### src/sv/rbc_pkg.sv
// rbc_pkg: shared types and constants of the ring burst counter
// used by rbc_cfg, rbc_step and ring_burst_counter_top; no dependencies
package rbc_pkg;

  localparam int unsigned CfgIdxW  = 3;
  localparam int unsigned CfgDataW = 16;
  localparam int unsigned RunW     = 8;
  localparam int unsigned TickW    = 16;
  localparam int unsigned CountW   = 8;

  // register indexes on the config port
  localparam logic [CfgIdxW-1:0] CFG_RISE_RUN  = 3'd0;
  localparam logic [CfgIdxW-1:0] CFG_FALL_RUN  = 3'd1;
  localparam logic [CfgIdxW-1:0] CFG_START_TMO = 3'd2;
  localparam logic [CfgIdxW-1:0] CFG_GAP_LIMIT = 3'd3;
  localparam logic [CfgIdxW-1:0] CFG_RINGS_REQ = 3'd4;

  localparam logic [RunW-1:0]   RISE_RUN_RST  = 8'd10;
  localparam logic [RunW-1:0]   FALL_RUN_RST  = 8'd10;
  localparam logic [TickW-1:0]  START_TMO_RST = 16'd800;
  localparam logic [TickW-1:0]  GAP_LIMIT_RST = 16'd20;
  localparam logic [CountW-1:0] RINGS_REQ_RST = 8'd3;

  localparam logic [RunW-1:0]  RUN_MAX  = '1;
  localparam logic [TickW-1:0] TICK_MAX = '1;

  typedef enum logic [3:0] {
    PH_IDLE = 4'b0001,
    PH_RISE = 4'b0010,
    PH_FALL = 4'b0100,
    PH_GAP  = 4'b1000
  } phase_t;

  typedef struct packed {
    logic [RunW-1:0]   rise_run_length;
    logic [RunW-1:0]   fall_run_length;
    logic [TickW-1:0]  ring_start_timeout;
    logic [TickW-1:0]  pulse_gap_limit;
    logic [CountW-1:0] rings_required;
  } cfg_t;

  typedef struct packed {
    logic start_req;
    logic ring_level;
    logic tick;
    logic abort_level;
  } item_t;

  typedef struct packed {
    logic              busy_res;
    logic              done_res;
    logic              status;
    logic [CountW-1:0] rings_seen;
    logic [CountW-1:0] pulses_in_ring;
  } res_t;

endpackage

### src/sv/rbc_cfg.sv
// rbc_cfg: configuration register file of the ring burst counter
// depends on rbc_pkg
module rbc_cfg (
  input  logic                         clk,
  input  logic                         rst_n,
  input  logic                         cfg_we,
  input  logic [rbc_pkg::CfgIdxW-1:0]  cfg_index,
  input  logic [rbc_pkg::CfgDataW-1:0] cfg_wdata,
  output rbc_pkg::cfg_t                cfg
);

  rbc_pkg::cfg_t cfg_r;
  rbc_pkg::cfg_t cfg_nxt;

  always_comb begin
    cfg_nxt = cfg_r;
    if (cfg_we) begin
      case (cfg_index)
        rbc_pkg::CFG_RISE_RUN:  cfg_nxt.rise_run_length    = cfg_wdata[rbc_pkg::RunW-1:0];
        rbc_pkg::CFG_FALL_RUN:  cfg_nxt.fall_run_length    = cfg_wdata[rbc_pkg::RunW-1:0];
        rbc_pkg::CFG_START_TMO: cfg_nxt.ring_start_timeout = cfg_wdata[rbc_pkg::TickW-1:0];
        rbc_pkg::CFG_GAP_LIMIT: cfg_nxt.pulse_gap_limit    = cfg_wdata[rbc_pkg::TickW-1:0];
        rbc_pkg::CFG_RINGS_REQ: cfg_nxt.rings_required     = cfg_wdata[rbc_pkg::CountW-1:0];
        default: ;
      endcase
    end
  end

  always_ff @(posedge clk) begin
    if (!rst_n) begin
      cfg_r.rise_run_length    <= rbc_pkg::RISE_RUN_RST;
      cfg_r.fall_run_length    <= rbc_pkg::FALL_RUN_RST;
      cfg_r.ring_start_timeout <= rbc_pkg::START_TMO_RST;
      cfg_r.pulse_gap_limit    <= rbc_pkg::GAP_LIMIT_RST;
      cfg_r.rings_required     <= rbc_pkg::RINGS_REQ_RST;
    end else begin
      cfg_r <= cfg_nxt;
    end
  end

  assign cfg = cfg_r;

endmodule

### src/sv/rbc_step.sv
// rbc_step: phase machine and counters, one sample per enable
// depends on rbc_pkg
module rbc_step (
  input  logic          clk,
  input  logic          rst_n,
  input  logic          en,
  input  rbc_pkg::item_t item,
  input  rbc_pkg::cfg_t  cfg,
  output rbc_pkg::res_t  res
);

  rbc_pkg::phase_t               phase_r, phase_nxt;
  logic [rbc_pkg::RunW-1:0]      run_r, run_nxt;
  logic [rbc_pkg::TickW-1:0]     tick_r, tick_nxt;
  logic [rbc_pkg::CountW-1:0]    rings_r, rings_nxt;
  logic [rbc_pkg::CountW-1:0]    pulses_r, pulses_nxt;

  logic                          run_match;
  logic [rbc_pkg::RunW-1:0]      run_need;
  logic [rbc_pkg::RunW-1:0]      run_inc;
  logic                          run_hit;
  logic [rbc_pkg::TickW-1:0]     tick_inc;
  logic [rbc_pkg::CountW-1:0]    rings_inc;
  logic                          done;
  logic                          cancel;

  // shared run counter: low samples in fall search, high samples otherwise
  always_comb begin
    run_match = (phase_r == rbc_pkg::PH_FALL) ? !item.ring_level : item.ring_level;
    run_need  = (phase_r == rbc_pkg::PH_FALL) ? cfg.fall_run_length : cfg.rise_run_length;
    if (!run_match) begin
      run_inc = '0;
    end else if (run_r == rbc_pkg::RUN_MAX) begin
      run_inc = run_r;
    end else begin
      run_inc = run_r + 1'b1;
    end
    run_hit   = (run_inc >= run_need);
    tick_inc  = (item.tick && (tick_r != rbc_pkg::TICK_MAX)) ? tick_r + 1'b1 : tick_r;
    rings_inc = rings_r + 1'b1;
  end

  always_comb begin
    phase_nxt  = phase_r;
    run_nxt    = run_r;
    tick_nxt   = tick_r;
    rings_nxt  = rings_r;
    pulses_nxt = pulses_r;
    done       = 1'b0;
    cancel     = 1'b0;
    if (item.start_req) begin
      phase_nxt  = rbc_pkg::PH_RISE;
      run_nxt    = '0;
      tick_nxt   = '0;
      rings_nxt  = '0;
      pulses_nxt = '0;
    end else begin
      case (phase_r)
        rbc_pkg::PH_RISE: begin
          tick_nxt = tick_inc;
          if ((tick_inc >= cfg.ring_start_timeout) || item.abort_level) begin
            done   = 1'b1;
            cancel = 1'b1;
          end else begin
            run_nxt = run_inc;
            if (run_hit) begin
              phase_nxt = rbc_pkg::PH_FALL;
              run_nxt   = '0;
            end
          end
        end
        rbc_pkg::PH_FALL: begin
          run_nxt = run_inc;
          if (run_hit) begin
            pulses_nxt = pulses_r + 1'b1;
            run_nxt    = '0;
            tick_nxt   = '0;
            phase_nxt  = rbc_pkg::PH_GAP;
          end
        end
        rbc_pkg::PH_GAP: begin
          tick_nxt = tick_inc;
          if (tick_inc >= cfg.pulse_gap_limit) begin
            rings_nxt = rings_inc;
            if (item.abort_level) begin
              done   = 1'b1;
              cancel = 1'b1;
            end else if (rings_inc >= cfg.rings_required) begin
              done = 1'b1;
            end else begin
              phase_nxt  = rbc_pkg::PH_RISE;
              run_nxt    = '0;
              tick_nxt   = '0;
              pulses_nxt = '0;
            end
          end else if (item.abort_level) begin
            done   = 1'b1;
            cancel = 1'b1;
          end else begin
            run_nxt = run_inc;
            if (run_hit) begin
              phase_nxt = rbc_pkg::PH_FALL;
              run_nxt   = '0;
            end
          end
        end
        default: ;
      endcase
    end
    if (done) begin
      phase_nxt = rbc_pkg::PH_IDLE;
      run_nxt   = '0;
    end
  end

  always_ff @(posedge clk) begin
    if (!rst_n) begin
      phase_r  <= rbc_pkg::PH_IDLE;
      run_r    <= '0;
      tick_r   <= '0;
      rings_r  <= '0;
      pulses_r <= '0;
    end else if (en) begin
      phase_r  <= phase_nxt;
      run_r    <= run_nxt;
      tick_r   <= tick_nxt;
      rings_r  <= rings_nxt;
      pulses_r <= pulses_nxt;
    end
  end

  always_comb begin
    res.busy_res       = (phase_nxt != rbc_pkg::PH_IDLE);
    res.done_res       = done;
    res.status         = cancel;
    res.rings_seen     = rings_nxt;
    res.pulses_in_ring = pulses_nxt;
  end

endmodule

### src/sv/ring_burst_counter_top.sv
// ring_burst_counter_top: input register, step logic and result register
// depends on rbc_pkg, rbc_cfg and rbc_step
//
//   port group   direction  handshake           payload
//   in_*         in         in_valid/in_stall   start_req ring_level tick abort_level
//   out_*        out        out_valid/out_stall busy_res done_res status rings_seen
//                                               pulses_in_ring
//   cfg_*        in         cfg_we              cfg_index cfg_wdata
//
// one word per clock while out_stall does not hold the flow; a word passes the input register, then the result register
// the phase machine and counters update as a word moves into the result register
// reset clears the valid flags, the phase machine and counters, and loads the config registers with their defaults
// out_stall holds a valid result register and backs up into in_stall in the same cycle
module ring_burst_counter_top (
  input  logic                         clk,
  input  logic                         rst_n,
  input  logic                         in_valid,
  output logic                         in_stall,
  input  logic                         in_start_req,
  input  logic                         in_ring_level,
  input  logic                         in_tick,
  input  logic                         in_abort_level,
  output logic                         out_valid,
  input  logic                         out_stall,
  output logic                         out_busy_res,
  output logic                         out_done_res,
  output logic                         out_status,
  output logic [rbc_pkg::CountW-1:0]   out_rings_seen,
  output logic [rbc_pkg::CountW-1:0]   out_pulses_in_ring,
  input  logic                         cfg_we,
  input  logic [rbc_pkg::CfgIdxW-1:0]  cfg_index,
  input  logic [rbc_pkg::CfgDataW-1:0] cfg_wdata
);

  rbc_pkg::cfg_t  cfg;
  rbc_pkg::item_t in_item_r;
  rbc_pkg::res_t  step_res;
  rbc_pkg::res_t  out_res_r;
  logic           in_valid_r;
  logic           out_valid_r;
  logic           move;
  logic           step_en;
  logic           in_take;

  assign move     = !out_valid_r || !out_stall;
  assign step_en  = in_valid_r && move;
  assign in_stall = in_valid_r && !move;
  assign in_take  = in_valid && !in_stall;

  rbc_cfg u_cfg (
    .clk       (clk),
    .rst_n     (rst_n),
    .cfg_we    (cfg_we),
    .cfg_index (cfg_index),
    .cfg_wdata (cfg_wdata),
    .cfg       (cfg)
  );

  rbc_step u_step (
    .clk   (clk),
    .rst_n (rst_n),
    .en    (step_en),
    .item  (in_item_r),
    .cfg   (cfg),
    .res   (step_res)
  );

  always_ff @(posedge clk) begin
    if (!rst_n) begin
      in_valid_r  <= 1'b0;
      out_valid_r <= 1'b0;
    end else begin
      if (!in_stall) begin
        in_valid_r <= in_valid;
      end
      if (move) begin
        out_valid_r <= in_valid_r;
      end
    end
  end

  always_ff @(posedge clk) begin
    if (in_take) begin
      in_item_r.start_req   <= in_start_req;
      in_item_r.ring_level  <= in_ring_level;
      in_item_r.tick        <= in_tick;
      in_item_r.abort_level <= in_abort_level;
    end
    if (step_en) begin
      out_res_r <= step_res;
    end
  end

  assign out_valid          = out_valid_r;
  assign out_busy_res       = out_res_r.busy_res;
  assign out_done_res       = out_res_r.done_res;
  assign out_status         = out_res_r.status;
  assign out_rings_seen     = out_res_r.rings_seen;
  assign out_pulses_in_ring = out_res_r.pulses_in_ring;

endmodule

### config.mk
export PLATFORM = sky130hd
export DESIGN_NAME = ring_burst_counter_top
export DESIGN_NICKNAME = d
export VERILOG_FILES = /design/src/sv/rbc_pkg.sv /design/src/sv/rbc_cfg.sv /design/src/sv/rbc_step.sv /design/src/sv/ring_burst_counter_top.sv
export SDC_FILE = /design/constraint.sdc
export NUM_CORES = 1
export LEC_CHECK = 0
export ABC_AREA = 1
export BUFFER_PORTS_ARGS = -buffer_cell sky130_fd_sc_hd__buf_2
export CORE_UTILIZATION = 30
export DETAILED_ROUTE_END_ITERATION = 8
export GPL_ROUTABILITY_DRIVEN = 0
export PLACE_DENSITY_LB_ADDON = 0.2
export SYNTH_ARGS = -nofsm -noshare
export SYNTH_HDL_FRONTEND = slang
export SYNTH_SLANG_ARGS = --single-unit
### constraint.sdc
create_clock -name clk -period 3.25 [get_ports clk]
set_input_delay 0.325 -clock clk [delete_from_list [all_inputs] [get_ports clk]]
set_output_delay 0.325 -clock clk [all_outputs]
set_load 0.03 [all_outputs]
==> results.toml <==
[run_status]
status = "complete, no violations"

[clock_network]
clock_latency_ns = 0.43
cts-root-buf = "clkbuf_16"
clockBufferDepth = 2
clock_sinks = 125
cts_tree = "done"
cts_buffers = 17
clkSlewWorstSetupHoldPaths_ns = 0.06
postCtsHoldBufs = 0
h-tree-depth = 4

[sta]
worst_pin_slew_ns = 0.788
max-slew-margin-rel = 0.475
rsz0062_at_grt = "yes"
period_minus_slack_ns = 3.19
skew_ns = 0.0121
max_freq_mhz = 314
slew_viol_final = 0
setup_viol = 0
fin_crit_sh = 0.980
final-hold-violation-count = 0

[die]
dieArea_sq_um = 25100
initial_core_util = 0.309
fp.dieH_um = 158
rows = 56
core_sq_um = 23800
pin_count = 49
die_x_um = 158

[synth]
yosys-top-cells-area = "dfxtp_1 (28%), edfxtp_1 (9.4%), nand2_1 (9.4%), ha_1 (8.9%), inv_1 (7.3%)"
synth_nets = 1065
synth_area_per_cell_sq_um = 7.46
synth_mux_area_frac = 0.00954
synth-simple-area-share = 0.236
synth_xor_area_frac = 0.0286
synth-seq-cells = 125
ys_seq_area_frac = 0.372
synth_top_family_by_area = "simple AND/OR/NAND/NOR gates"
synth_warnings = 0
synth-compound-area-share = 0.165
synth_cells = 985
synthAdderAreaFrac = 0.0886
yosys.area.top_type = "dfxtp_1"
synth.top_cell.area_share = 0.278
synthDistinctLibCells = 44
netlist_area_sq_um = 7340

[routing]
via_count = 6687
dr.pass1.iters = 6
drtAntennaViolNets = 0
drt-vias-per-instance = 4.61
dr.first_iter.drc_count = 326
routed_wl_mm = 20.3
route.detailed.drc = 0
routedWlPerCell_um = 14.0

[setup_path]
max_stage_delay_ns = 0.35
crit_path_frequent_cell = "nand2_1"
cp_cell_sequence = "buf_4 > nand2_1 > nor3_1 > buf_4 > nand2_1 > xor2_1 > a21oi_2 > buf_4 > ha_1 > nand2_1 > inv_1 > nand3_1 > nor2_2 > nand3_1 > nand4_1 > nand2_2 > nand2_4 > nor2_1 > nand2_1 > nand2_1 > inv_1 > nand3_1"
path_max_fanout = 4
worst_ep_required_time_ns = 3.43
endpoint_kind = "flip-flop"
crit_slowest_cell = "dfxtp_2"
crit_path_start_kind = "flip-flop"
critPathKind = "reg2reg"
cp.arrival_ns = 3.37

[flow_run]
maxCapViolCount = 0

[cells_and_area]
drive_gt1_frac = 0.271
layout_commonest_cell = "nand2_1"
instances_no_fill = 1452
n_antenna_cell = 0
syn2layout_area_growth_pct = 31.4
fill_cells = 2438
layout_common_cells = "nand2_1 (165), inv_1 (137), dfxtp_1 (93)"
nNetsFinal = 1200
design_area_sq_um = 9650

[placement]
placed_area_sq_um = 8460
hpwl_mm = 14.3
numPortBuffers = 48
dp.cells = 1402

[global_route]
overflow = 0
grtUsageTotal = 0.168
grt_max_degree = 74
grt_pass1_vias = 6423
antenna_found_initial = 0
grt_pass1_wl_mm = 32.6

[power]
p_leak_uw = 0.00440
ir_drop_mv = 0.292
power.density_nw_per_um2 = 430

[hold_path]
worst_hold_path_type = "in2reg"
[metrics by stage]
stage	total power (uW)	utilization	hold WS (ns)	TNS, ns	worst slack [ns]
finish	4150	0.406	0.0735	0	0.0634
CTS	4140	0.384	0.0610	-0.00593	-0.00593
floorplan	2030	-	0.424	-0.00740	-0.00488
detailed placement	2210	0.356	0.452	-8.72	-0.289
global placement	2210	0.356	0.448	-4.49	-0.199
global route	4340	0.406	0.0610	-1.61	-0.174
[cell type report]
class,instances,area [sq um],share of cell area
Clock inverter,14,130,0.0135
Tap cell,319,399,0.0414
Timing Repair Buffer,146,1070,0.111
Inverter,148,571,0.0591
Multi-Input combinational cell,681,4280,0.443
Clock buffer,18,450,0.0467
Sequential cell,125,2740,0.284
Timing Repair inverter,1,6.26,0.000648
[synth_stat cells, drive strengths merged]
cell type  instances
buf               10
nor3b              2
ha                52
o211ai            13
nor3              12
nor2              84
o211a              1
clkinv             1
o21a               2
a21boi             1
mux2i              7
nand3b             5
o21bai             1
xnor2              3
xor2              21
or2                3
nand2            190
a21oi            105
nand4              9
dfxtp            102
o21ai             93
nand3             69
a31oi              1
nor4               3
edfxtp            23
clkbuf            22
inv              147
a21o               3
[timing repair]
item,4_1_cts,5_1_grt
endpoints found under the setup margin,63,63
gates resized for setup,19,97
endpoints found under the hold margin,0,0
gates cloned,0,4
buffers inserted,1,14
pin swaps,8,15
[layer usage]
layer,track usage,vias to the layer above,share of wire
li1,-,3508,-
met1,0.213,3062,0.48
met2,0.291,100,0.48
met3,0.0302,17,0.025
met4,0.0435,0,0.010
met5,0,-,0
[cell families after synthesis]
group | after synthesis
simple gates | 377
compound gates | 220
buf+inv | 180
flops | 125
fa+ha+maj | 52
xor+xnor | 24
mux | 7
[sequential cells by signal, summed over array words and instances, names as in the netlist, 4 cells and up]
| name | count |
|---|---|
| in_item_r | 4 |
| u_step.phase_r | 4 |
| out_pulses_in_ring | 8 |
| out_rings_seen | 8 |
| u_step.tick_r | 16 |
| u_step.rings_r | 8 |
| u_step.run_r | 8 |
| u_step.pulses_r | 8 |
| u_cfg.cfg | 56 |
[critical path, delay by kind of cell (launching register included)]
family | cells | cell delay [ns]
compound gates | 1 | 0.09
xor+xnor | 1 | 0.18
fa+ha+maj | 1 | 0.28
buf+inv | 5 | 0.53
flops | 1 | 0.35
simple gates | 14 | 1.51
[final timing paths]
path | startpoint | to | slack, ns | depth (start not counted)
max | u_step.tick_r[3] | out_busy_res | 0.06 | 22
min | in_ring_level | in_item_r[2] | 0.07 | 1
max reg2reg | u_step.tick_r[3] | out_busy_res | 0.06 | 22
min reg2reg | u_cfg.cfg[26] | u_cfg.cfg[26] | 0.46 | 2
[power breakdown]
group	internal (uW)	switching [uW]	leakage (uW)	total [uW]
clock network	1110	797	0.000281	1910
registers	1640	39.7	0.00106	1680
logic	211	350	0.00306	561
total	2960	1190	0.00440	4150
Note: power is estimated with default switching activity, not from simulation.
